--- src/rtl/gqvs_pkg.sv ---
// shared types and constants for the glyph quad vertex setup block
`default_nettype none

package gqvs_pkg;

   // fixed field widths
   localparam int VIEWPORT_W = 15;
   localparam int NUM_W      = 20;
   localparam int TEX_W      = 15;
   localparam int QUOT_W     = 16;
   localparam int CSR_IDX_W  = 1;

   // one in the NDC fixed point format
   localparam logic [16:0] NDC_ONE = 17'd16384;

   // results of one accepted glyph
   localparam logic [3:0] VALID_RESULTS = 4'd10;
   localparam logic [3:0] LAST_RESULT   = 4'd9;

   // configuration register indexes
   localparam logic [CSR_IDX_W-1:0] CSR_VIEWPORT_WIDTH  = 1'd0;
   localparam logic [CSR_IDX_W-1:0] CSR_VIEWPORT_HEIGHT = 1'd1;

   // result record kinds
   localparam logic [1:0] KIND_VERTEX  = 2'd0;
   localparam logic [1:0] KIND_INDEX   = 2'd1;
   localparam logic [1:0] KIND_INVALID = 2'd2;

   typedef struct packed {
      logic               start_of_list;
      logic [15:0]        list_position;
      logic signed [19:0] rect_x;
      logic signed [19:0] rect_y;
      logic signed [19:0] rect_w;
      logic signed [19:0] rect_h;
      logic signed [15:0] tex_x;
      logic signed [15:0] tex_y;
      logic signed [15:0] tex_w;
      logic signed [15:0] tex_h;
      logic [31:0]        glyph_color;
   } req_type;

   typedef struct packed {
      logic [1:0]         record_kind;
      logic signed [15:0] pos_x;
      logic signed [15:0] pos_y;
      logic [14:0]        tex_u;
      logic [14:0]        tex_v;
      logic [31:0]        vertex_color;
      logic [31:0]        index_value;
      logic [15:0]        item_index;
      logic               last_of_glyph;
   } rsp_type;

   // classified glyph handed from the front to the back
   typedef struct packed {
      logic             start;
      logic             bad;
      logic [15:0]      item_index;
      logic [31:0]      color;
      logic [NUM_W-1:0] x_lo;
      logic [NUM_W-1:0] x_hi;
      logic [NUM_W-1:0] y_lo;
      logic [NUM_W-1:0] y_hi;
      logic [TEX_W-1:0] u_lo;
      logic [TEX_W-1:0] u_hi;
      logic [TEX_W-1:0] v_lo;
      logic [TEX_W-1:0] v_hi;
   } job_type;

   typedef enum logic [1:0] {
      ST_IDLE,
      ST_DIVIDE,
      ST_EMIT
   } state_type;

endpackage

`default_nettype wire

--- src/rtl/glyph_quad_vertex_setup.sv ---
// Glyph quad vertex setup: turns glyph rectangles into quad vertices and indices.
// Input channel: req_push / req_full with one glyph per beat on req_data.
// Result channel: rsp_empty / rsp_pop; the oldest record sits on rsp_data while
// rsp_empty is low. A valid glyph gives four vertex records then six index
// records; a rejected glyph gives a single diagnostic record.
// Configuration: csr_write_enable, csr_index, csr_write_data; width is index 0,
// height index 1. The user must write them only while the block is idle; the
// block itself does not enforce this.
// The four corner divisions run in parallel, one quotient bit per cycle, while
// the back end waits in its divide state; a rejected glyph skips the division
// and goes straight to its diagnostic.
// A two-entry job queue lets new glyphs be accepted while the back end works;
// req_full rises once it holds two glyphs.
// When the receiver stalls, the result register holds its beat and the back
// end pauses; the queue then fills and req_full stops the sender.
// Reset empties the queue and result register, clears the vertex base and
// sets the viewport to 640 by 480.
`default_nettype none

module glyph_quad_vertex_setup #(
   parameter int COORD_FRAC_BITS = 4,
   parameter int TEX_FRAC_BITS   = 14
) (
   input  wire logic                            clock,
   input  wire logic                            reset,
   input  wire logic                            req_push,
   output logic                                 req_full,
   input  wire gqvs_pkg::req_type               req_data,
   output logic                                 rsp_empty,
   input  wire logic                            rsp_pop,
   output gqvs_pkg::rsp_type                    rsp_data,
   input  wire logic                            csr_write_enable,
   input  wire logic [gqvs_pkg::CSR_IDX_W-1:0]  csr_index,
   input  wire logic [gqvs_pkg::VIEWPORT_W-1:0] csr_write_data
);
   import gqvs_pkg::*;

   logic [VIEWPORT_W-1:0] vp_width_ff;
   logic [VIEWPORT_W-1:0] vp_width_in;
   logic [VIEWPORT_W-1:0] vp_height_ff;
   logic [VIEWPORT_W-1:0] vp_height_in;
   job_type               front_job;
   job_type               q_data;
   logic                  q_empty;
   logic                  q_pop;

   // configuration registers
   always_comb begin
      vp_width_in  = vp_width_ff;
      vp_height_in = vp_height_ff;
      if (csr_write_enable) begin
         unique case (csr_index)
            CSR_VIEWPORT_WIDTH:  vp_width_in  = csr_write_data;
            CSR_VIEWPORT_HEIGHT: vp_height_in = csr_write_data;
            default: begin
            end
         endcase
      end
   end

   always_ff @(posedge clock) begin
      if (reset) begin
         vp_width_ff  <= VIEWPORT_W'(640);
         vp_height_ff <= VIEWPORT_W'(480);
      end else begin
         vp_width_ff  <= vp_width_in;
         vp_height_ff <= vp_height_in;
      end
   end

   // classify incoming glyphs
   gqvs_front #(
      .COORD_FRAC_BITS(COORD_FRAC_BITS),
      .TEX_FRAC_BITS  (TEX_FRAC_BITS)
   ) u_front (
      .req      (req_data),
      .vp_width (vp_width_ff),
      .vp_height(vp_height_ff),
      .job      (front_job)
   );

   // job queue between front and back
   gqvs_queue u_queue (
      .clock    (clock),
      .reset    (reset),
      .push     (req_push),
      .push_data(front_job),
      .full     (req_full),
      .pop      (q_pop),
      .empty    (q_empty),
      .pop_data (q_data)
   );

   // division and record sequencing
   gqvs_back #(
      .COORD_FRAC_BITS(COORD_FRAC_BITS)
   ) u_back (
      .clock    (clock),
      .reset    (reset),
      .q_empty  (q_empty),
      .q_data   (q_data),
      .q_pop    (q_pop),
      .vp_width (vp_width_ff),
      .vp_height(vp_height_ff),
      .rsp_empty(rsp_empty),
      .rsp_pop  (rsp_pop),
      .rsp_data (rsp_data)
   );

endmodule

`default_nettype wire

--- src/rtl/gqvs_front.sv ---
// front part: range checks and edge sums for one glyph
`default_nettype none

module gqvs_front #(
   parameter int COORD_FRAC_BITS = 4,
   parameter int TEX_FRAC_BITS   = 14
) (
   input  wire gqvs_pkg::req_type                     req,
   input  wire logic [gqvs_pkg::VIEWPORT_W-1:0]       vp_width,
   input  wire logic [gqvs_pkg::VIEWPORT_W-1:0]       vp_height,
   output gqvs_pkg::job_type                          job
);
   import gqvs_pkg::*;

   localparam int DEN_W = VIEWPORT_W + COORD_FRAC_BITS;
   localparam int CMP_W = ((DEN_W > NUM_W) ? DEN_W : NUM_W) + 1;
   localparam int TSUM_W = TEX_W + 1;
   localparam int TCMP_W = ((TSUM_W > TEX_FRAC_BITS + 1) ? TSUM_W : TEX_FRAC_BITS + 1) + 1;

   logic [DEN_W-1:0]  vw;
   logic [DEN_W-1:0]  vh;
   logic [NUM_W-1:0]  x_sum;
   logic [NUM_W-1:0]  y_sum;
   logic [TSUM_W-1:0] u_sum;
   logic [TSUM_W-1:0] v_sum;
   logic [TCMP_W-1:0] tex_one;
   logic              neg_any;
   logic              over_view;
   logic              over_tex;
   logic              zero_view;

   // viewport in pixel fixed point
   assign vw = DEN_W'(vp_width) << COORD_FRAC_BITS;
   assign vh = DEN_W'(vp_height) << COORD_FRAC_BITS;
   assign tex_one = TCMP_W'(1) << TEX_FRAC_BITS;

   // far edges, only meaningful once the signs have passed
   assign x_sum = NUM_W'(req.rect_x[18:0]) + NUM_W'(req.rect_w[18:0]);
   assign y_sum = NUM_W'(req.rect_y[18:0]) + NUM_W'(req.rect_h[18:0]);
   assign u_sum = TSUM_W'(req.tex_x[14:0]) + TSUM_W'(req.tex_w[14:0]);
   assign v_sum = TSUM_W'(req.tex_y[14:0]) + TSUM_W'(req.tex_h[14:0]);

   // rejection checks
   assign zero_view = (vp_width == '0) || (vp_height == '0);
   assign neg_any = req.rect_x[19] | req.rect_y[19] | req.rect_w[19] | req.rect_h[19] |
                    req.tex_x[15] | req.tex_y[15] | req.tex_w[15] | req.tex_h[15];
   assign over_view = (CMP_W'(x_sum) > CMP_W'(vw)) || (CMP_W'(y_sum) > CMP_W'(vh));
   assign over_tex = (TCMP_W'(u_sum) > tex_one) || (TCMP_W'(v_sum) > tex_one);

   // classified job
   always_comb begin
      job.start      = req.start_of_list;
      job.bad        = zero_view | neg_any | over_view | over_tex;
      job.item_index = req.list_position;
      job.color      = req.glyph_color;
      job.x_lo       = NUM_W'(req.rect_x[18:0]);
      job.x_hi       = x_sum;
      job.y_lo       = NUM_W'(req.rect_y[18:0]);
      job.y_hi       = y_sum;
      job.u_lo       = req.tex_x[14:0];
      job.u_hi       = u_sum[TEX_W-1:0];
      job.v_lo       = req.tex_y[14:0];
      job.v_hi       = v_sum[TEX_W-1:0];
   end

endmodule

`default_nettype wire

--- src/rtl/gqvs_queue.sv ---
// two-entry queue between the front and the back
`default_nettype none

module gqvs_queue (
   input  wire logic              clock,
   input  wire logic              reset,
   input  wire logic              push,
   input  wire gqvs_pkg::job_type push_data,
   output logic                   full,
   input  wire logic              pop,
   output logic                   empty,
   output gqvs_pkg::job_type      pop_data
);
   import gqvs_pkg::*;

   localparam int DEPTH = 2;
   localparam int PTR_W = $clog2(DEPTH);

   job_type              slot_ff [DEPTH];
   logic [PTR_W-1:0]     wr_ptr_ff;
   logic [PTR_W-1:0]     wr_ptr_in;
   logic [PTR_W-1:0]     rd_ptr_ff;
   logic [PTR_W-1:0]     rd_ptr_in;
   logic [PTR_W:0]       count_ff;
   logic [PTR_W:0]       count_in;
   logic                 do_push;
   logic                 do_pop;

   assign full     = (count_ff == (PTR_W+1)'(DEPTH));
   assign empty    = (count_ff == '0);
   assign do_push  = push & ~full;
   assign do_pop   = pop & ~empty;
   assign pop_data = slot_ff[rd_ptr_ff];

   // pointer and fill count update
   always_comb begin
      wr_ptr_in = do_push ? wr_ptr_ff + 1'b1 : wr_ptr_ff;
      rd_ptr_in = do_pop ? rd_ptr_ff + 1'b1 : rd_ptr_ff;
      count_in  = count_ff;
      if (do_push && !do_pop) begin
         count_in = count_ff + 1'b1;
      end else if (do_pop && !do_push) begin
         count_in = count_ff - 1'b1;
      end
   end

   always_ff @(posedge clock) begin
      if (reset) begin
         wr_ptr_ff <= '0;
         rd_ptr_ff <= '0;
         count_ff  <= '0;
      end else begin
         wr_ptr_ff <= wr_ptr_in;
         rd_ptr_ff <= rd_ptr_in;
         count_ff  <= count_in;
      end
   end

   // entry storage
   always_ff @(posedge clock) begin
      if (do_push) begin
         slot_ff[wr_ptr_ff] <= push_data;
      end
   end

endmodule

`default_nettype wire

--- src/rtl/gqvs_div.sv ---
// restoring divider, one quotient bit per cycle, for numerators not above the divisor
`default_nettype none

module gqvs_div #(
   parameter int DEN_W = 19
) (
   input  wire logic                         clock,
   input  wire logic                         reset,
   input  wire logic                         start,
   input  wire logic [gqvs_pkg::NUM_W-1:0]   num,
   input  wire logic [DEN_W-1:0]             den,
   output logic                              busy,
   output logic [gqvs_pkg::QUOT_W-1:0]       quot,
   output logic                              inexact
);
   import gqvs_pkg::*;

   localparam int REM_W  = ((DEN_W > NUM_W) ? DEN_W : NUM_W) + 1;
   localparam int STEP_W = $clog2(QUOT_W);

   logic [REM_W-1:0]  rem_ff;
   logic [REM_W-1:0]  rem_in;
   logic [QUOT_W-1:0] quot_ff;
   logic [QUOT_W-1:0] quot_in;
   logic [STEP_W-1:0] step_ff;
   logic [STEP_W-1:0] step_in;
   logic              run_ff;
   logic              run_in;
   logic [REM_W-1:0]  trial;
   logic              fits;

   // first step takes the integer bit, the rest shift in zeros
   assign trial = (step_ff == '0) ? rem_ff : (rem_ff << 1);
   assign fits  = (trial >= REM_W'(den));

   always_comb begin
      rem_in  = rem_ff;
      quot_in = quot_ff;
      step_in = step_ff;
      run_in  = run_ff;
      if (start) begin
         rem_in  = REM_W'(num);
         step_in = '0;
         run_in  = 1'b1;
      end else if (run_ff) begin
         rem_in  = fits ? trial - REM_W'(den) : trial;
         quot_in = {quot_ff[QUOT_W-2:0], fits};
         step_in = step_ff + 1'b1;
         run_in  = (step_ff != STEP_W'(QUOT_W - 1));
      end
   end

   always_ff @(posedge clock) begin
      if (reset) begin
         run_ff  <= 1'b0;
         step_ff <= '0;
      end else begin
         run_ff  <= run_in;
         step_ff <= step_in;
      end
   end

   always_ff @(posedge clock) begin
      rem_ff  <= rem_in;
      quot_ff <= quot_in;
   end

   assign busy    = run_ff;
   assign quot    = quot_ff;
   assign inexact = (rem_ff != '0);

endmodule

`default_nettype wire

--- src/rtl/gqvs_back.sv ---
// back part: corner division, vertex and index sequencing, result register
`default_nettype none

module gqvs_back #(
   parameter int COORD_FRAC_BITS = 4
) (
   input  wire logic                            clock,
   input  wire logic                            reset,
   input  wire logic                            q_empty,
   input  wire gqvs_pkg::job_type               q_data,
   output logic                                 q_pop,
   input  wire logic [gqvs_pkg::VIEWPORT_W-1:0] vp_width,
   input  wire logic [gqvs_pkg::VIEWPORT_W-1:0] vp_height,
   output logic                                 rsp_empty,
   input  wire logic                            rsp_pop,
   output gqvs_pkg::rsp_type                    rsp_data
);
   import gqvs_pkg::*;

   localparam int DEN_W = VIEWPORT_W + COORD_FRAC_BITS;

   state_type         state_ff;
   state_type         state_in;
   job_type           job_ff;
   job_type           job_in;
   logic [31:0]       base_ff;
   logic [31:0]       base_in;
   logic [3:0]        cnt_ff;
   logic [3:0]        cnt_in;
   logic              out_valid_ff;
   logic              out_valid_in;
   rsp_type           out_ff;
   rsp_type           out_in;
   rsp_type           rec;
   logic              div_start;
   logic              slot_free;
   logic [DEN_W-1:0]  dw;
   logic [DEN_W-1:0]  dh;
   logic [3:0]        busy;
   logic [QUOT_W-1:0] q_l;
   logic [QUOT_W-1:0] q_r;
   logic [QUOT_W-1:0] q_t;
   logic [QUOT_W-1:0] q_b;
   logic [3:0]        inexact;
   logic [15:0]       ndc_l;
   logic [15:0]       ndc_r;
   logic [15:0]       ndc_t;
   logic [15:0]       ndc_b;

   assign dw = DEN_W'(vp_width) << COORD_FRAC_BITS;
   assign dh = DEN_W'(vp_height) << COORD_FRAC_BITS;

   // four corner dividers working side by side
   gqvs_div #(.DEN_W(DEN_W)) u_div_l (
      .clock(clock), .reset(reset), .start(div_start), .num(q_data.x_lo), .den(dw),
      .busy(busy[0]), .quot(q_l), .inexact(inexact[0])
   );
   gqvs_div #(.DEN_W(DEN_W)) u_div_r (
      .clock(clock), .reset(reset), .start(div_start), .num(q_data.x_hi), .den(dw),
      .busy(busy[1]), .quot(q_r), .inexact(inexact[1])
   );
   gqvs_div #(.DEN_W(DEN_W)) u_div_t (
      .clock(clock), .reset(reset), .start(div_start), .num(q_data.y_lo), .den(dh),
      .busy(busy[2]), .quot(q_t), .inexact(inexact[2])
   );
   gqvs_div #(.DEN_W(DEN_W)) u_div_b (
      .clock(clock), .reset(reset), .start(div_start), .num(q_data.y_hi), .den(dh),
      .busy(busy[3]), .quot(q_b), .inexact(inexact[3])
   );

   // ndc: x floors the quotient, y takes the ceiling before negating
   always_comb begin
      ndc_l = 16'(17'(q_l) - NDC_ONE);
      ndc_r = 16'(17'(q_r) - NDC_ONE);
      ndc_t = 16'(NDC_ONE - (17'(q_t) + 17'(inexact[2])));
      ndc_b = 16'(NDC_ONE - (17'(q_b) + 17'(inexact[3])));
   end

   // record for the current sequence position
   always_comb begin
      rec = '0;
      if (job_ff.bad) begin
         rec.record_kind   = KIND_INVALID;
         rec.item_index    = job_ff.item_index;
         rec.last_of_glyph = 1'b1;
      end else begin
         case (cnt_ff) inside
            4'd0, 4'd1, 4'd2, 4'd3: begin
               rec.record_kind  = KIND_VERTEX;
               rec.vertex_color = job_ff.color;
               rec.pos_x = (cnt_ff == 4'd0 || cnt_ff == 4'd3) ? ndc_l : ndc_r;
               rec.pos_y = (cnt_ff == 4'd0 || cnt_ff == 4'd1) ? ndc_t : ndc_b;
               rec.tex_u = (cnt_ff == 4'd0 || cnt_ff == 4'd3) ? job_ff.u_lo : job_ff.u_hi;
               rec.tex_v = (cnt_ff == 4'd0 || cnt_ff == 4'd1) ? job_ff.v_lo : job_ff.v_hi;
            end
            4'd4, 4'd7: begin
               rec.record_kind = KIND_INDEX;
               rec.index_value = base_ff;
            end
            4'd5: begin
               rec.record_kind = KIND_INDEX;
               rec.index_value = base_ff + 32'd1;
            end
            4'd6, 4'd8: begin
               rec.record_kind = KIND_INDEX;
               rec.index_value = base_ff + 32'd2;
            end
            default: begin
               rec.record_kind   = KIND_INDEX;
               rec.index_value   = base_ff + 32'd3;
               rec.last_of_glyph = 1'b1;
            end
         endcase
      end
   end

   assign slot_free = ~out_valid_ff | rsp_pop;

   // sequencer
   always_comb begin
      state_in     = state_ff;
      job_in       = job_ff;
      base_in      = base_ff;
      cnt_in       = cnt_ff;
      out_valid_in = out_valid_ff & ~rsp_pop;
      out_in       = out_ff;
      q_pop        = 1'b0;
      div_start    = 1'b0;
      unique case (state_ff)
         ST_IDLE: begin
            if (!q_empty) begin
               q_pop  = 1'b1;
               job_in = q_data;
               cnt_in = '0;
               if (q_data.start) begin
                  base_in = '0;
               end
               if (q_data.bad) begin
                  state_in = ST_EMIT;
               end else begin
                  div_start = 1'b1;
                  state_in  = ST_DIVIDE;
               end
            end
         end
         ST_DIVIDE: begin
            if (busy == '0) begin
               state_in = ST_EMIT;
            end
         end
         ST_EMIT: begin
            if (slot_free) begin
               out_valid_in = 1'b1;
               out_in       = rec;
               cnt_in       = cnt_ff + 1'b1;
               if (rec.last_of_glyph) begin
                  state_in = ST_IDLE;
                  if (!job_ff.bad) begin
                     base_in = base_ff + 32'd4;
                  end
               end
            end
         end
         default: begin
            state_in = ST_IDLE;
         end
      endcase
   end

   always_ff @(posedge clock) begin
      if (reset) begin
         state_ff     <= ST_IDLE;
         base_ff      <= '0;
         cnt_ff       <= '0;
         out_valid_ff <= 1'b0;
      end else begin
         state_ff     <= state_in;
         base_ff      <= base_in;
         cnt_ff       <= cnt_in;
         out_valid_ff <= out_valid_in;
      end
   end

   always_ff @(posedge clock) begin
      job_ff <= job_in;
      out_ff <= out_in;
   end

   assign rsp_empty = ~out_valid_ff;
   assign rsp_data  = out_ff;

   // sequence position never runs past the last result
   a_cnt_range: assert property (@(posedge clock) disable iff (reset)
      (state_ff == ST_EMIT) |-> (cnt_ff < VALID_RESULTS))
      else $error("emit position out of range");

   // a waiting beat is never overwritten
   a_out_hold: assert property (@(posedge clock) disable iff (reset)
      (out_valid_ff && !rsp_pop) |=> (out_valid_ff && $stable(out_ff)))
      else $error("waiting result beat overwritten");

   // jobs are taken only while the sequencer is idle
   a_pop_idle: assert property (@(posedge clock) disable iff (reset)
      q_pop |-> (state_ff == ST_IDLE && !q_empty))
      else $error("job taken outside idle");

   // a diagnostic always closes its glyph
   a_diag_last: assert property (@(posedge clock) disable iff (reset)
      (out_valid_ff && out_ff.record_kind == KIND_INVALID) |-> out_ff.last_of_glyph)
      else $error("diagnostic without last flag");

   // dividers only run while waiting on them
   a_div_state: assert property (@(posedge clock) disable iff (reset)
      (busy != '0) |-> (state_ff == ST_DIVIDE))
      else $error("divider busy outside divide state");

endmodule

`default_nettype wire
--- config.mk ---
export PLATFORM = sky130hd
export DESIGN_NAME = glyph_quad_vertex_setup
export DESIGN_NICKNAME = d
export VERILOG_FILES = /design/src/rtl/gqvs_pkg.sv /design/src/rtl/glyph_quad_vertex_setup.sv /design/src/rtl/gqvs_front.sv /design/src/rtl/gqvs_queue.sv /design/src/rtl/gqvs_div.sv /design/src/rtl/gqvs_back.sv
export SDC_FILE = /design/constraint.sdc
export NUM_CORES = 1
export LEC_CHECK = 0
export BUFFER_PORTS_ARGS = -buffer_cell sky130_fd_sc_hd__buf_4
export CORE_MARGIN = 2
export CORE_UTILIZATION = 25
export DETAILED_ROUTE_END_ITERATION = 8
export GPL_TIMING_DRIVEN = 0
export PLACE_DENSITY = 0.5
export SLEW_MARGIN = 20
export SYNTH_ARGS = -nofsm -noshare
export SYNTH_HDL_FRONTEND = slang
export SYNTH_HIERARCHICAL = 1
export SYNTH_SLANG_ARGS = --single-unit
--- constraint.sdc ---
create_clock -name clock -period 10.8 [get_ports clock]
set_input_delay 1.08 -clock clock [delete_from_list [all_inputs] [get_ports clock]]
set_output_delay 1.08 -clock clock [all_outputs]
set_load 0.02 [all_outputs]
==> flow_metrics.env <==
export IMPL_status="completed"
export IMPL_cts_tree="done"
export IMPL_ys_warnings_count=6
export IMPL_die_h_microns=432
export IMPL_postCtsSetupBuffers=0
export IMPL_crit_path_end_kind="register"
export IMPL_syn_to_final_growth_pct=20.3
export IMPL_die_area_sq_um=187000
export IMPL_power_density_nw_per_um2=193
export IMPL_tightest_slew_ps=1040
export IMPL_cts_resized_gates=0
export IMPL_start_kind="primary input"
export IMPL_syn_area_sq_um=45900
export IMPL_start_util=0.251
export IMPL_drt_wl_total_microns=133000
export IMPL_dr_total_vias=30281
export IMPL_port_buffers=311
export IMPL_cpMaxStageDelayCell="a211oi_1"
export IMPL_clock_sinks=874
export IMPL_finalNonFillerCells=6668
export IMPL_fin_crit_ps=6200
export IMPL_grt_pass1_vias=30352
export IMPL_slew_viol_final=0
export IMPL_grt_pass1_wl_microns=196000
export IMPL_postPlaceCellArea_sq_um=51700
export IMPL_ios=361
export IMPL_num_nets_final=4635
export IMPL_leakage_nw=20.8
export IMPL_use_met2=0.239
export IMPL_worstPathMaxFanout=3
export IMPL_antenna_found_initial=14
export IMPL_worst_slack_ps=4600
export IMPL_max_freq_ghz=0.161
export IMPL_placed_cells=6470
export IMPL_crit_family="compound AO/OA/AOI/OAI gates"
export IMPL_antenna_left=0
export IMPL_finalHoldViolCount=0
export IMPL_finalSetupViolCount=0
export IMPL_route_detailed_drc=0
export IMPL_coreArea_sq_um=183000
export IMPL_ir_worst_vdd_v=0.000110
export IMPL_rows=157
export IMPL_crit_top_cell="a21oi_1"
export IMPL_drv_cap=0
export IMPL_path_cells="buf_4 > ha_1 > fa_1 > a211o_1 > a21oi_1 > o21ai_1 > a22o_1 > o21ai_1 > o2111ai_1 > a21oi_1 > xnor2_1 > ha_1 > a21o_1 > a21oi_1 > o22ai_1 > nor2_1 > and4b_1 > o221ai_1 > a211oi_1 > nand4_1"
export IMPL_clock_skew_ps=34.1
export IMPL_layout_drive_gt1_share=0.248
export IMPL_grt_max_degree=95
export IMPL_p_total_mw=10.6
export IMPL_first_pass_iters=7
export IMPL_cts_root_buf="clkbuf_16"
export IMPL_via_per_inst=4.54
export IMPL_die_width_microns=432
export IMPL_ctsHoldBuffers=0
export IMPL_synth_avg_cell_area_sq_um=12.3
export IMPL_required_ps=11170
export IMPL_clock_latency_ps=750
export IMPL_synth_cells=3731
export IMPL_dp_slack_ps=3630
export IMPL_grt_use_met3=0.0251
export IMPL_fin_tns_setup_ps=0
export IMPL_grt_busiest_layer="met2"
export IMPL_path_buf_inv=1
export IMPL_max_stage_delay_ps=700
export IMPL_fin_crit_sh=0.574
export IMPL_final_util=0.302
export IMPL_met1_usage=0.177
export IMPL_rsz0062_at_grt="no"
export IMPL_hold_path_class="register to register"
export IMPL_wl_per_cell_microns=19.9
export IMPL_place_congestion=0.869
export IMPL_relSlewSlack=0.301
export IMPL_htreeDepth=3
export IMPL_dr_first_iter_drc_count=1921
export IMPL_grt_overflow_total=0
export IMPL_path_clk_slew_ps=60
export IMPL_clockBufferDepth=3
export IMPL_holdWs_ps=438
export IMPL_numCtsBuffers=104
export IMPL_grt_total_usage=0.140
export IMPL_fin_area_sq_um=55200
export IMPL_critPathKind="primary input to register"
export IMPL_dp_hpwl_microns=98900
export IMPL_cp_arrival_ps=6560
## flip-flops by register name, summed over array words and instances (netlist names), 2 cells and up, named ones only
register and flops:
u_back/u_div_b/rem_ff 21, u_back/u_div_t/rem_ff 21, u_back/u_div_r/rem_ff 21, u_back/u_div_l/rem_ff 21, u_queue/slot_ff 380, u_back/state_ff 2
u_back/cnt_ff 4, u_queue/count_ff 2, u_back/u_div_l/step_ff 4, u_back/u_div_t/step_ff 4, u_back/u_div_l/quot 16, u_back/u_div_b/step_ff 4
u_back/u_div_r/step_ff 4, u_back/u_div_t/quot 16, u_back/base_ff 30, vp_height_ff 15, u_back/job_ff 109, vp_width_ff 15
u_back/u_div_r/quot 16, u_back/u_div_b/quot 16, u_back/rsp_data 145
## final cells by class
cell class                      count  area, sq um
Multi-Input combinational cell   2409        18300
Timing Repair Buffer              334         2720
Antenna cell                        4         10.0
Buffer                            254         1660
Sequential cell                   874        25300
Clock buffer                      123         2700
Inverter                          214          818
Tap cell                         2385         2980
Fill cell                       18630       127000
Clock inverter                     71          766
## power breakdown
group / switching (mW) / internal, mW / total (mW)
Sequential: 0.168 / 4.41 / 4.58
Combinational: 1.43 / 1.03 / 2.46
Clock: 1.52 / 2.07 / 3.59
## worst reg2reg max path, delay by kind of cell, from the launching register on
kind,cells,cell delay (ps)
buf+inv,4,1250
compound gates,4,1180
mux,2,680
simple gates,3,660
fa+ha+maj,2,510
flops,1,340
## path summary, 6_finish.rpt
check | slack [ps] | depth (start not counted) | endpoint | startpoint
worst max-delay path | 4600 | 20 | u_queue/slot_ff[1][188] | req_data[136]
worst min-delay path | 440 | 0 | u_back/u_div_r/quot[6] | u_back/u_div_r/quot[5]
worst max register to register | 5910 | 15 | u_back/u_div_t/rem_ff[16] | u_back/u_div_t/step_ff[0]
worst min register to register | 440 | 0 | u_back/u_div_r/quot[6] | u_back/u_div_r/quot[5]
## cell usage in the layout (no fill, tap or decap), types with 100 or more instances in the layout
master	n
nand2_1	256
inv_1	210
mux2_4	100
ha_1	222
mux2_2	196
nor2_1	169
edfxtp_1	778
clkbuf_16	104
buf_4	440
a21oi_1	280
## metal layers
layer	share of wire	wire, microns
met5	0.00062	82
met4	0.030	3920
met3	0.049	6450
met1	0.43	57500
met2	0.49	64900
Power figures use the tool's default switching activity.
